[src/hdl/tet_pkg.sv]
// Shared types, constants and register codes for the touch event tracker.
// Used by the interfaces and every module of the block; depends on nothing.
`default_nettype none
package tet_pkg;

  // Screen geometry.
  localparam int SCREEN_W = 320;
  localparam int SCREEN_H = 240;

  // Field widths.
  localparam int RAW_W   = 12;
  localparam int TIME_W  = 32;
  localparam int EV_W    = 2;
  localparam int SX_W    = 9;
  localparam int SY_W    = 8;
  localparam int OFS_W   = 16;
  localparam int SCL_W   = 24;
  localparam int ORI_W   = 3;
  localparam int MS_W    = 16;
  localparam int DATA_W  = 32;
  localparam int ADDR_W  = 5;
  localparam int FRAC_W  = 16;

  // Datapath widths: offset-corrected raw value, scaled product, mirrored value.
  localparam int DIFF_W  = OFS_W + 1;
  localparam int PROD_W  = DIFF_W + SCL_W;
  localparam int MIR_W   = PROD_W + 1;
  localparam int COORD_W = 12;

  // Clamp limits in whole pixels and mirror origins in Q.16.
  localparam logic [COORD_W-1:0] X_MAX = COORD_W'(SCREEN_W - 1);
  localparam logic [COORD_W-1:0] Y_MAX = COORD_W'(SCREEN_H - 1);
  localparam logic signed [MIR_W-1:0] X_TOP = MIR_W'(longint'(SCREEN_W - 1) * 65536);
  localparam logic signed [MIR_W-1:0] Y_TOP = MIR_W'(longint'(SCREEN_H - 1) * 65536);

  // Queue between the front and back halves.
  localparam int QDEPTH = 4;
  localparam int QPTR_W = $clog2(QDEPTH);
  localparam int QCNT_W = $clog2(QDEPTH + 1);

  // Event codes.
  localparam logic [EV_W-1:0] EV_NONE    = 2'd0;
  localparam logic [EV_W-1:0] EV_PRESS   = 2'd1;
  localparam logic [EV_W-1:0] EV_HOLD    = 2'd2;
  localparam logic [EV_W-1:0] EV_RELEASE = 2'd3;

  // Register indexes (byte address divided by four).
  localparam logic [2:0] REG_X_OFFSET     = 3'd0;
  localparam logic [2:0] REG_Y_OFFSET     = 3'd1;
  localparam logic [2:0] REG_X_SCALE      = 3'd2;
  localparam logic [2:0] REG_Y_SCALE      = 3'd3;
  localparam logic [2:0] REG_ORIENTATION  = 3'd4;
  localparam logic [2:0] REG_PRESSURE_MIN = 3'd5;
  localparam logic [2:0] REG_DEBOUNCE_MS  = 3'd6;
  localparam logic [2:0] REG_HOLD_MS      = 3'd7;

  // Configuration register set.
  typedef struct packed {
    logic [OFS_W-1:0] x_offset;
    logic [OFS_W-1:0] y_offset;
    logic [SCL_W-1:0] x_scale;
    logic [SCL_W-1:0] y_scale;
    logic [ORI_W-1:0] orientation;
    logic [RAW_W-1:0] pressure_min;
    logic [MS_W-1:0]  debounce_ms;
    logic [MS_W-1:0]  hold_ms;
  } cfg_t;

  localparam cfg_t CFG_RESET = '{
    x_offset:     OFS_W'(200),
    y_offset:     OFS_W'(200),
    x_scale:      SCL_W'(5825),
    y_scale:      SCL_W'(4369),
    orientation:  ORI_W'(0),
    pressure_min: RAW_W'(200),
    debounce_ms:  MS_W'(50),
    hold_ms:      MS_W'(800)
  };

  // Classified sample passed from the front half to the back half.
  typedef struct packed {
    logic              touched;
    logic [RAW_W-1:0]  pressure;
    logic [TIME_W-1:0] now_ms;
    logic [PROD_W-1:0] prod_x;
    logic [PROD_W-1:0] prod_y;
  } item_t;

endpackage
`default_nettype wire

[src/hdl/tet_if.sv]
// Valid/ready channel interfaces for touch samples and result beats.
// Depends on tet_pkg for field widths.
`default_nettype none
interface tet_sample_if;
  import tet_pkg::*;
  logic              valid;
  logic              ready;
  logic              touch_detected;
  logic [RAW_W-1:0]  raw_x;
  logic [RAW_W-1:0]  raw_y;
  logic [RAW_W-1:0]  raw_pressure;
  logic [TIME_W-1:0] now_ms;

  modport source (output valid, touch_detected, raw_x, raw_y, raw_pressure, now_ms,
                  input ready);
  modport sink (input valid, touch_detected, raw_x, raw_y, raw_pressure, now_ms,
                output ready);
endinterface

interface tet_result_if;
  import tet_pkg::*;
  logic             valid;
  logic             ready;
  logic [EV_W-1:0]  event_res;
  logic [SX_W-1:0]  screen_x;
  logic [SY_W-1:0]  screen_y;
  logic [RAW_W-1:0] pressure;
  logic             point_valid;

  modport source (output valid, event_res, screen_x, screen_y, pressure, point_valid,
                  input ready);
  modport sink (input valid, event_res, screen_x, screen_y, pressure, point_valid,
                output ready);
endinterface
`default_nettype wire

[src/hdl/touch_event_tracker.sv]
// Touch event tracker: top level joining the register file, front half, queue
// and back half. Depends on tet_pkg, tet_if, tet_regs, tet_front, tet_queue, tet_back.
//
// The tracker takes one touch-panel sample per clock cycle on the sample channel
// while the result side keeps taking beats, and returns exactly one result beat
// per sample, in order, on the result channel: the event (none, press, hold or
// release) and the last mapped screen point. A sample is registered in the front
// stage, which holds the two registered scale multiplies, passes through a
// four-entry queue and leaves through the back half's output register; the two
// multipliers and the queue sustain one sample per cycle for as long as the
// result side keeps taking beats. Configuration registers sit at byte addresses
// 4*i on the APB-style port and must be written while no sample is in flight.
`default_nettype none
module touch_event_tracker (
  input  wire logic                       clk,
  input  wire logic                       rst,
  input  wire logic                       psel,
  input  wire logic                       penable,
  input  wire logic                       pwrite,
  input  wire logic [tet_pkg::ADDR_W-1:0] paddr,
  input  wire logic [tet_pkg::DATA_W-1:0] pwdata,
  output logic      [tet_pkg::DATA_W-1:0] prdata,
  output logic                            pready,
  tet_sample_if.sink                      sample,
  tet_result_if.source                    result
);
  import tet_pkg::*;

  cfg_t  cfg;
  item_t front_item;
  item_t back_item;
  logic  push;
  logic  q_ready;
  logic  q_valid;
  logic  pop;

  tet_regs u_regs (
    .clk     (clk),
    .rst     (rst),
    .psel    (psel),
    .penable (penable),
    .pwrite  (pwrite),
    .paddr   (paddr),
    .pwdata  (pwdata),
    .prdata  (prdata),
    .pready  (pready),
    .cfg     (cfg)
  );

  tet_front u_front (
    .clk     (clk),
    .rst     (rst),
    .cfg     (cfg),
    .sample  (sample),
    .push    (push),
    .q_ready (q_ready),
    .item    (front_item)
  );

  tet_queue u_queue (
    .clk     (clk),
    .rst     (rst),
    .push    (push),
    .wr_item (front_item),
    .q_ready (q_ready),
    .pop     (pop),
    .q_valid (q_valid),
    .rd_item (back_item)
  );

  tet_back u_back (
    .clk     (clk),
    .rst     (rst),
    .cfg     (cfg),
    .q_valid (q_valid),
    .item    (back_item),
    .pop     (pop),
    .result  (result)
  );

endmodule
`default_nettype wire

[src/hdl/tet_regs.sv]
// APB-style configuration register file of the touch event tracker.
// Depends on tet_pkg for the register set and its reset values.
`default_nettype none
module tet_regs (
  input  wire logic                       clk,
  input  wire logic                       rst,
  input  wire logic                       psel,
  input  wire logic                       penable,
  input  wire logic                       pwrite,
  input  wire logic [tet_pkg::ADDR_W-1:0] paddr,
  input  wire logic [tet_pkg::DATA_W-1:0] pwdata,
  output logic      [tet_pkg::DATA_W-1:0] prdata,
  output logic                            pready,
  output tet_pkg::cfg_t                   cfg
);
  import tet_pkg::*;

  logic       wr_en;
  logic [2:0] reg_idx;

  assign pready  = 1'b1;
  assign wr_en   = psel && penable && pwrite && pready;
  assign reg_idx = paddr[ADDR_W-1:2];

  // Register writes in the access phase.
  always_ff @(posedge clk) begin
    if (rst) begin
      cfg <= CFG_RESET;
    end else if (wr_en) begin
      case (reg_idx)
        REG_X_OFFSET:     cfg.x_offset     <= pwdata[OFS_W-1:0];
        REG_Y_OFFSET:     cfg.y_offset     <= pwdata[OFS_W-1:0];
        REG_X_SCALE:      cfg.x_scale      <= pwdata[SCL_W-1:0];
        REG_Y_SCALE:      cfg.y_scale      <= pwdata[SCL_W-1:0];
        REG_ORIENTATION:  cfg.orientation  <= pwdata[ORI_W-1:0];
        REG_PRESSURE_MIN: cfg.pressure_min <= pwdata[RAW_W-1:0];
        REG_DEBOUNCE_MS:  cfg.debounce_ms  <= pwdata[MS_W-1:0];
        REG_HOLD_MS:      cfg.hold_ms      <= pwdata[MS_W-1:0];
        default: ;
      endcase
    end
  end

  // Read-back, zero-extended to the bus width.
  always_comb begin
    case (reg_idx)
      REG_X_OFFSET:     prdata = DATA_W'(cfg.x_offset);
      REG_Y_OFFSET:     prdata = DATA_W'(cfg.y_offset);
      REG_X_SCALE:      prdata = DATA_W'(cfg.x_scale);
      REG_Y_SCALE:      prdata = DATA_W'(cfg.y_scale);
      REG_ORIENTATION:  prdata = DATA_W'(cfg.orientation);
      REG_PRESSURE_MIN: prdata = DATA_W'(cfg.pressure_min);
      REG_DEBOUNCE_MS:  prdata = DATA_W'(cfg.debounce_ms);
      REG_HOLD_MS:      prdata = DATA_W'(cfg.hold_ms);
      default:          prdata = '0;
    endcase
  end

endmodule
`default_nettype wire

[src/hdl/tet_front.sv]
// Front half: accepts sample beats, applies the pressure gate, swaps axes and
// forms the registered scaled products. Depends on tet_pkg and tet_if.
`default_nettype none
module tet_front (
  input  wire logic          clk,
  input  wire logic          rst,
  input  wire tet_pkg::cfg_t cfg,
  tet_sample_if.sink         sample,
  output logic               push,
  input  wire logic          q_ready,
  output tet_pkg::item_t     item
);
  import tet_pkg::*;

  logic                     stg_valid;
  logic                     take;
  logic [RAW_W-1:0]         ax;
  logic [RAW_W-1:0]         ay;
  logic signed [DIFF_W-1:0] diff_x;
  logic signed [DIFF_W-1:0] diff_y;
  logic signed [SCL_W-1:0]  scale_x;
  logic signed [SCL_W-1:0]  scale_y;
  logic signed [PROD_W-1:0] prod_x;
  logic signed [PROD_W-1:0] prod_y;

  // The stage frees up whenever its content moves into the queue.
  assign sample.ready = !stg_valid || q_ready;
  assign take         = sample.valid && sample.ready;
  assign push         = stg_valid && q_ready;

  // Optional axis swap, then offset correction.
  assign ax = cfg.orientation[0] ? sample.raw_y : sample.raw_x;
  assign ay = cfg.orientation[0] ? sample.raw_x : sample.raw_y;
  assign diff_x = $signed({{(DIFF_W-RAW_W){1'b0}}, ax})
                - $signed({cfg.x_offset[OFS_W-1], cfg.x_offset});
  assign diff_y = $signed({{(DIFF_W-RAW_W){1'b0}}, ay})
                - $signed({cfg.y_offset[OFS_W-1], cfg.y_offset});

  // Exact Q.16 products.
  assign scale_x = $signed(cfg.x_scale);
  assign scale_y = $signed(cfg.y_scale);
  assign prod_x  = diff_x * scale_x;
  assign prod_y  = diff_y * scale_y;

  // Stage valid flag.
  always_ff @(posedge clk) begin
    if (rst) begin
      stg_valid <= 1'b0;
    end else if (sample.ready) begin
      stg_valid <= sample.valid;
    end
  end

  // Stage payload; a light contact counts as no contact.
  always_ff @(posedge clk) begin
    if (take) begin
      item.touched  <= sample.touch_detected && (sample.raw_pressure >= cfg.pressure_min);
      item.pressure <= sample.raw_pressure;
      item.now_ms   <= sample.now_ms;
      item.prod_x   <= prod_x;
      item.prod_y   <= prod_y;
    end
  end

endmodule
`default_nettype wire

[src/hdl/tet_queue.sv]
// Short queue that decouples the front and back halves of the tracker.
// Depends on tet_pkg for the item type and depth.
`default_nettype none
module tet_queue (
  input  wire logic           clk,
  input  wire logic           rst,
  input  wire logic           push,
  input  wire tet_pkg::item_t wr_item,
  output logic                q_ready,
  input  wire logic           pop,
  output logic                q_valid,
  output tet_pkg::item_t      rd_item
);
  import tet_pkg::*;

  item_t             store [QDEPTH];
  logic [QPTR_W-1:0] wr_ptr;
  logic [QPTR_W-1:0] rd_ptr;
  logic [QCNT_W-1:0] count;

  assign q_ready = (count != QCNT_W'(QDEPTH));
  assign q_valid = (count != '0);
  assign rd_item = store[rd_ptr];

  // Pointers and fill level.
  always_ff @(posedge clk) begin
    if (rst) begin
      wr_ptr <= '0;
      rd_ptr <= '0;
      count  <= '0;
    end else begin
      if (push) begin
        wr_ptr <= wr_ptr + 1'b1;
      end
      if (pop) begin
        rd_ptr <= rd_ptr + 1'b1;
      end
      case ({push, pop})
        2'b10:   count <= count + 1'b1;
        2'b01:   count <= count - 1'b1;
        default: count <= count;
      endcase
    end
  end

  // Entry storage.
  always_ff @(posedge clk) begin
    if (push) begin
      store[wr_ptr] <= wr_item;
    end
  end

  // The front never pushes into a full queue and the back never pops an empty one.
  a_no_overflow: assert property (@(posedge clk) disable iff (rst)
    push |-> (count != QCNT_W'(QDEPTH)) || pop)
    else $error("queue pushed while full");
  a_no_underflow: assert property (@(posedge clk) disable iff (rst)
    pop |-> q_valid)
    else $error("queue popped while empty");

endmodule
`default_nettype wire

[src/hdl/tet_back.sv]
// Back half: mirrors, truncates and clamps the products, runs the press, hold
// and release tracking and holds the result beat. Depends on tet_pkg and tet_if.
`default_nettype none
module tet_back (
  input  wire logic           clk,
  input  wire logic           rst,
  input  wire tet_pkg::cfg_t  cfg,
  input  wire logic           q_valid,
  input  wire tet_pkg::item_t item,
  output logic                pop,
  tet_result_if.source        result
);
  import tet_pkg::*;

  // Tracking state.
  logic              was_touched;
  logic              hold_fired;
  logic [TIME_W-1:0] press_start;
  logic [TIME_W-1:0] last_press_time;
  logic [SX_W-1:0]   point_x;
  logic [SY_W-1:0]   point_y;
  logic [RAW_W-1:0]  point_pressure;
  logic              point_ok;

  logic              was_touched_next;
  logic              hold_fired_next;
  logic [TIME_W-1:0] press_start_next;
  logic [TIME_W-1:0] last_press_time_next;
  logic [SX_W-1:0]   point_x_next;
  logic [SY_W-1:0]   point_y_next;
  logic [RAW_W-1:0]  point_pressure_next;
  logic              point_ok_next;
  logic [EV_W-1:0]   ev;

  logic [COORD_W-1:0] map_x;
  logic [COORD_W-1:0] map_y;
  logic [TIME_W-1:0]  gap;
  logic [TIME_W-1:0]  held;

  // Mirror about the far edge, truncate toward zero and clamp to the screen.
  function automatic logic [COORD_W-1:0] map_axis(
    input logic [PROD_W-1:0]       prod,
    input logic                    mirror,
    input logic signed [MIR_W-1:0] top,
    input logic [COORD_W-1:0]      lim
  );
    logic signed [MIR_W-1:0]    p;
    logic [MIR_W-FRAC_W-1:0]    q;
    p = $signed({prod[PROD_W-1], prod});
    if (mirror) begin
      p = top - p;
    end
    q = p[MIR_W-1:FRAC_W];
    if (p[MIR_W-1]) begin
      return '0;
    end else if (q > (MIR_W-FRAC_W)'(lim)) begin
      return lim;
    end
    return q[COORD_W-1:0];
  endfunction

  // A new beat enters when the output register is empty or being drained.
  assign pop = q_valid && (!result.valid || result.ready);

  assign map_x = map_axis(item.prod_x, cfg.orientation[1], X_TOP, X_MAX);
  assign map_y = map_axis(item.prod_y, cfg.orientation[2], Y_TOP, Y_MAX);
  assign gap   = item.now_ms - last_press_time;
  assign held  = item.now_ms - press_start;

  // Event decision and next tracking state for the item at the head of the queue.
  always_comb begin
    was_touched_next     = was_touched;
    hold_fired_next      = hold_fired;
    press_start_next     = press_start;
    last_press_time_next = last_press_time;
    point_x_next         = point_x;
    point_y_next         = point_y;
    point_pressure_next  = point_pressure;
    point_ok_next        = point_ok;
    ev                   = EV_NONE;

    if (item.touched) begin
      point_x_next        = map_x[SX_W-1:0];
      point_y_next        = map_y[SY_W-1:0];
      point_pressure_next = item.pressure;
      point_ok_next       = 1'b1;
    end

    if (item.touched && !was_touched) begin
      // A press too soon after the last one is ignored.
      if (gap >= TIME_W'(cfg.debounce_ms)) begin
        press_start_next     = item.now_ms;
        last_press_time_next = item.now_ms;
        hold_fired_next      = 1'b0;
        was_touched_next     = 1'b1;
        ev                   = EV_PRESS;
      end
    end else if (item.touched && was_touched) begin
      if (!hold_fired && held >= TIME_W'(cfg.hold_ms)) begin
        hold_fired_next = 1'b1;
        ev              = EV_HOLD;
      end
    end else if (!item.touched && was_touched) begin
      was_touched_next = 1'b0;
      point_ok_next    = 1'b0;
      ev               = EV_RELEASE;
    end
  end

  // Tracking state and output valid flag.
  always_ff @(posedge clk) begin
    if (rst) begin
      was_touched     <= 1'b0;
      hold_fired      <= 1'b0;
      press_start     <= '0;
      last_press_time <= '0;
      point_x         <= '0;
      point_y         <= '0;
      point_pressure  <= '0;
      point_ok        <= 1'b0;
      result.valid    <= 1'b0;
    end else begin
      if (pop) begin
        was_touched     <= was_touched_next;
        hold_fired      <= hold_fired_next;
        press_start     <= press_start_next;
        last_press_time <= last_press_time_next;
        point_x         <= point_x_next;
        point_y         <= point_y_next;
        point_pressure  <= point_pressure_next;
        point_ok        <= point_ok_next;
        result.valid    <= 1'b1;
      end else if (result.ready) begin
        result.valid    <= 1'b0;
      end
    end
  end

  // Result beat payload.
  always_ff @(posedge clk) begin
    if (pop) begin
      result.event_res   <= ev;
      result.screen_x    <= point_x_next;
      result.screen_y    <= point_y_next;
      result.pressure    <= point_pressure_next;
      result.point_valid <= point_ok_next;
    end
  end

  // A press or hold always comes with a live point, a release never does.
  a_press_point: assert property (@(posedge clk) disable iff (rst)
    result.valid && (result.event_res == EV_PRESS || result.event_res == EV_HOLD)
      |-> result.point_valid)
    else $error("press or hold without a valid point");
  a_release_point: assert property (@(posedge clk) disable iff (rst)
    result.valid && result.event_res == EV_RELEASE |-> !result.point_valid)
    else $error("release with a valid point");
  a_hold_needs_touch: assert property (@(posedge clk) disable iff (rst)
    hold_fired && !$past(hold_fired) && !$past(rst) |-> was_touched)
    else $error("hold fired outside a touch");

endmodule
`default_nettype wire
[src/flat_wrapper.sv]
// flat-port wrapper written by rule: the top's interface ports become plain ports
module touch_event_tracker_flat import tet_pkg::*;
  (clk, rst, psel, penable, pwrite, paddr, pwdata, prdata, pready, sample_valid, sample_touch_detected, sample_raw_x, sample_raw_y, sample_raw_pressure, sample_now_ms, sample_ready, result_valid, result_event_res, result_screen_x, result_screen_y, result_pressure, result_point_valid, result_ready);
  tet_sample_if sample_i ();
  tet_result_if result_i ();
  input  wire logic clk;
  input  wire logic rst;
  input  wire logic psel;
  input  wire logic penable;
  input  wire logic pwrite;
  input  wire logic [tet_pkg::ADDR_W-1:0] paddr;
  input  wire logic [tet_pkg::DATA_W-1:0] pwdata;
  output logic      [tet_pkg::DATA_W-1:0] prdata;
  output logic pready;
  input wire logic [$bits(sample_i.valid)-1:0] sample_valid;
  input wire logic [$bits(sample_i.touch_detected)-1:0] sample_touch_detected;
  input wire logic [$bits(sample_i.raw_x)-1:0] sample_raw_x;
  input wire logic [$bits(sample_i.raw_y)-1:0] sample_raw_y;
  input wire logic [$bits(sample_i.raw_pressure)-1:0] sample_raw_pressure;
  input wire logic [$bits(sample_i.now_ms)-1:0] sample_now_ms;
  output wire logic [$bits(sample_i.ready)-1:0] sample_ready;
  output wire logic [$bits(result_i.valid)-1:0] result_valid;
  output wire logic [$bits(result_i.event_res)-1:0] result_event_res;
  output wire logic [$bits(result_i.screen_x)-1:0] result_screen_x;
  output wire logic [$bits(result_i.screen_y)-1:0] result_screen_y;
  output wire logic [$bits(result_i.pressure)-1:0] result_pressure;
  output wire logic [$bits(result_i.point_valid)-1:0] result_point_valid;
  input wire logic [$bits(result_i.ready)-1:0] result_ready;
  assign sample_i.valid = sample_valid;
  assign sample_i.touch_detected = sample_touch_detected;
  assign sample_i.raw_x = sample_raw_x;
  assign sample_i.raw_y = sample_raw_y;
  assign sample_i.raw_pressure = sample_raw_pressure;
  assign sample_i.now_ms = sample_now_ms;
  assign sample_ready = sample_i.ready;
  assign result_valid = result_i.valid;
  assign result_event_res = result_i.event_res;
  assign result_screen_x = result_i.screen_x;
  assign result_screen_y = result_i.screen_y;
  assign result_pressure = result_i.pressure;
  assign result_point_valid = result_i.point_valid;
  assign result_i.ready = result_ready;
  touch_event_tracker u_core (.clk(clk), .rst(rst), .psel(psel), .penable(penable), .pwrite(pwrite), .paddr(paddr), .pwdata(pwdata), .prdata(prdata), .pready(pready), .sample(sample_i), .result(result_i));
endmodule
[config.mk]
export PLATFORM = sky130hd
export DESIGN_NAME = touch_event_tracker_flat
export DESIGN_NICKNAME = d
export VERILOG_FILES = /design/src/hdl/tet_pkg.sv /design/src/hdl/tet_if.sv /design/src/hdl/touch_event_tracker.sv /design/src/hdl/tet_regs.sv /design/src/hdl/tet_front.sv /design/src/hdl/tet_queue.sv /design/src/hdl/tet_back.sv /design/src/flat_wrapper.sv
export SDC_FILE = /design/constraint.sdc
export NUM_CORES = 2
export LEC_CHECK = 0
export BUFFER_PORTS_ARGS = -buffer_cell sky130_fd_sc_hd__buf_4
export CORE_MARGIN = 3
export CORE_UTILIZATION = 45
export CTS_CLUSTER_DIAMETER = 50
export DETAILED_ROUTE_END_ITERATION = 8
export PLACE_DENSITY = 0.72
export SKIP_LAST_GASP = 1
export SLEW_MARGIN = 20
export SYNTH_ARGS = -nofsm -noshare
export SYNTH_HDL_FRONTEND = slang
export SYNTH_SLANG_ARGS = --single-unit
[constraint.sdc]
create_clock -name clk -period 30.9 [get_ports clk]
set_clock_uncertainty 0.2 [all_clocks]
set_input_delay 3.09 -clock clk [delete_from_list [all_inputs] [get_ports clk]]
set_output_delay 3.09 -clock clk [all_outputs]
set_load 0.03 [all_outputs]
==> impl_metrics.env <==
export IMPL_syn_inst=6182
export IMPL_holdCritStartpoint="u_core.u_back.point_x[7]$_SDFFE_PP0P_"
export IMPL_htreeDepth=3
export IMPL_synth_async_reset_ratio_pct=0
export IMPL_timing_hold_ws_ns=0.2513
export IMPL_multiInputGateArea_um2=37710
export IMPL_reg2reg_slack_ns=19.19
export IMPL_synth_compound_area_share_pct=6.948
export IMPL_finalMaxSlewViolations=0
export IMPL_fmax_ghz=0.07370
export IMPL_syn_cell_area_um2=66900
export IMPL_drc=0
export IMPL_holdBufCountCts=0
export IMPL_area_growth_pct=9.704
export IMPL_crit_type="in2reg"
export IMPL_drv_cap=0
export IMPL_worst_path_most_repeated_cell="fa_1"
export IMPL_yosysTopAreaCell="edfxtp_1"
export IMPL_die_h_um=391.6
export IMPL_clkSlewWorstSetupHoldPaths_ns=0.06
export IMPL_placedCellCount=8048
export IMPL_hold_viol=0
export IMPL_die_w_um=391.6
export IMPL_numPortBuffers=160
export IMPL_ctsResizeCount=0
export IMPL_detail_route_antenna_nets=0
export IMPL_p_seq_share_pct=30.4
export IMPL_ys_ff_latch=869
export IMPL_yosysUniqueCellTypes=92
export IMPL_final_cells=8243
export IMPL_antenna_found_initial=21
export IMPL_place_gp_congestion=0.9384
export IMPL_path_max_fanout=24
export IMPL_drive_above_1_share_pct=9.583
export IMPL_start_util_pct=45.63
export IMPL_r2r_start="u_core.u_regs.cfg[44]$_SDFFE_PP0P_"
export IMPL_fillers=12760
export IMPL_cpMaxStageDelayCell="o21a_1"
export IMPL_seq_area_um2=24080
export IMPL_holdPathStages=2
export IMPL_wl_per_cell_um=20.13
export IMPL_min_period_ns=13.57
export IMPL_crit_start="sample_raw_y[0]"
export IMPL_relSlewSlack_pct=19.47
export IMPL_grt_pass1_vias=47067
export IMPL_irDropWorstVdd_mv=0.1110
export IMPL_worst_slew_pin_slew_ns=1.208
export IMPL_grt_usage_pct=22.03
export IMPL_grt_max_degree=106
export IMPL_grt_setup_unrepaired="no"
export IMPL_yosysWarningCount=0
export IMPL_drt_initial_drc_count=3695
export IMPL_rr_endpoint="u_core.u_front.item[40]$_DFFE_PP_"
export IMPL_synth_top_family_by_area="adder cells"
export IMPL_combPwrFrac_pct=47.7
export IMPL_clockBufferDepth=3
export IMPL_cts_sinks=869
export IMPL_syn_area_per_cell_um2=10.82
export IMPL_internal_power_mw=3.219
export IMPL_critPathArrivalTime_ns=13.87
export IMPL_min_period_over_period_pct=43.91
export IMPL_fp_coreArea_um2=146600
export IMPL_drtPass1Iterations=7
export IMPL_worstSetupStartpointType="primary input"
export IMPL_via_count=45414
export IMPL_setup_viol_count_final=0
export IMPL_clockRootBuffer="clkbuf_16"
export IMPL_max_stage_delay_ns=0.91
export IMPL_seq_area_frac_synth_pct=35.98
export IMPL_post_drt_via_cell_ratio=5.509
export IMPL_p_clk_share_pct=22.0
export IMPL_synth_mux_area_share_pct=5.081
export IMPL_leakage_nw=30.60
export IMPL_synth_fa_ha_area_share_pct=29.78
export IMPL_synth_xor_area_share_pct=1.833
export IMPL_layout_nets=7453
export IMPL_reg2reg_depth=35
export IMPL_ios=180
export IMPL_rows=140
export IMPL_dpl_hpwl_mm=121.0
export IMPL_grt_pass1_wl_mm=262.7
export IMPL_cts_inserted_buffers=97
export IMPL_tritoncts="built"
export IMPL_synth_top_area_share_pct=29.94
export IMPL_tns_ns=0
export IMPL_min_to="u_core.u_back.point_x[7]$_SDFFE_PP0P_"
export IMPL_p_per_area_nw_per_um2=72.65
export IMPL_p_sw_share_pct=39.63
export IMPL_crit_required_ns=31.20
export IMPL_overflow=0
export IMPL_end_kind="register"
export IMPL_postCtsSetupBuffers=0
export IMPL_insertion_delay_ns=0.72
export IMPL_switchingPower_mw=2.113
export IMPL_synth_area_leaders="edfxtp_1, fa_1, dfxtp_1"
export IMPL_die_area_um2=153300
export IMPL_synth_simple_gate_area_share_pct=12.45
export IMPL_status="completed"
export IMPL_wl_mm=165.9
export IMPL_synth_edf_count=667
export IMPL_synthFlopType="edfxtp_1"
export IMPL_hold_path_class="reg2reg"
[how the worst max path moves through the flow]
stage	cells after the start	to
after detailed placement	36	u_core.u_front.item[40]$_DFFE_PP_
after floorplan	37	u_core.u_front.item[40]$_DFFE_PP_
after global routing	36	u_core.u_front.item[40]$_DFFE_PP_
after CTS	36	u_core.u_front.item[40]$_DFFE_PP_
final	36	u_core.u_front.item[40]$_DFFE_PP_
after global placement	36	u_core.u_front.item[40]$_DFFE_PP_
[power by group through the flow]
stage	Combinational, mW	Clock [mW]	Sequential (mW)
6_report	2.54	1.17	1.62
5_1_grt	2.84	1.24	1.63
4_1_cts	2.55	1.19	1.62
3_5_place_dp	2.53	0	1.64
3_3_place_gp	2.46	0	1.63
2_1_floorplan	1.81	0	1.66
[cells by family after synthesis]
kind of cell             count (synthesis)
XOR/XNOR                               140
flip-flops                             869
other                                    2
multiplexers                           211
buffers and inverters                 1374
AND/OR/NAND/NOR                       1752
AO/OA/AOI/OAI                          725
adder cells (fa/ha/maj)               1109
[routing by layer]
layer / track usage [%] / routed length [um]
met3: 5.623 / 15940
met2: 35.18 / 76740
met4: 7.709 / 5516
met1: 29.26 / 67650
met5: 0 / 68
[layout make-up]
cell class	count	area share (%)
clock inverter	56	0.9683
timing repair buffer	248	2.552
antenna	13	0.04432
sequential	869	32.81
tap	1917	3.268
clock buffer	125	3.505
multi-input combinational	3946	51.39
inverter	1069	5.467
[metrics by stage]
| step | area (um^2) | worst slack, ns | utilization, % | power [mW] |
|---|---|---|---|---|
| final | 73390 | 17.33 | 50.06 | 5.332 |
| after global routing | 73360 | 16.79 | 50.04 | 5.716 |
| after CTS | 73330 | 17.59 | 50.02 | 5.358 |
| after detailed placement | 70050 | 16.90 | 47.78 | 4.170 |
| after global placement | 70050 | 16.91 | 47.78 | 4.087 |
| after floorplan | 66930 | 19.05 | - | 3.471 |
[cells in the mapped netlist, types with 107 or more instances]
cell and number:
ha_1 303, and2_1 158, o21ai_0 135, nor2b_1 115, fa_1 806, a21oi_1 255
clkbuf_1 240, edfxtp_1 667, dfxtp_1 202, inv_1 1068, nor2_1 269, xnor2_1 107
nand2_1 797
[registers in the layout (all words and copies together), names as in the netlist, 2 cells and up, named ones only]
register / count
u_core.u_back.point_y: 8
u_core.u_queue.store: 508
u_core.u_back.result.screen_y: 8
u_core.u_back.result.event_res: 2
u_core.u_back.point_x: 9
u_core.u_queue.wr_ptr: 2
u_core.u_back.last_press_time: 32
u_core.u_regs.cfg: 127
u_core.u_back.result.pressure: 12
u_core.u_queue.count: 3
u_core.u_queue.rd_ptr: 2
u_core.u_back.point_pressure: 12
u_core.u_front.item: 127
u_core.u_back.result.screen_x: 9
[worst max-delay path: cells and delay by family]
kind                     cells  cell delay [ns]
AND/OR/NAND/NOR              3             0.77
adder cells (fa/ha/maj)      9             4.12
AO/OA/AOI/OAI               19             5.51
multiplexers                 1             0.10
buffers and inverters        4             0.26
[cells in the final DEF, fill, tap and decap left out, types with 42 or more instances in the layout]
master | Yosys | layout
mux2i_1 | 70 | 70
clkbuf_16 | 0 | 97
nor3_1 | 45 | 42
a21o_1 | 69 | 69
mux2_2 | 44 | 44
ha_1 | 303 | 303
mux4_2 | 92 | 92
nand2b_1 | 87 | 87
nor2b_1 | 115 | 115
a21oi_1 | 255 | 254
xnor2_1 | 107 | 103
edfxtp_1 | 667 | 667
inv_1 | 1068 | 1068
dfxtp_1 | 202 | 200
o21ai_0 | 135 | 132
and2_1 | 158 | 154
buf_4 | 12 | 246
nor2_1 | 269 | 268
fa_1 | 806 | 806
nand2_1 | 797 | 797
nand3_1 | 75 | 75
No activity file was read; power rests on OpenSTA's default activity.
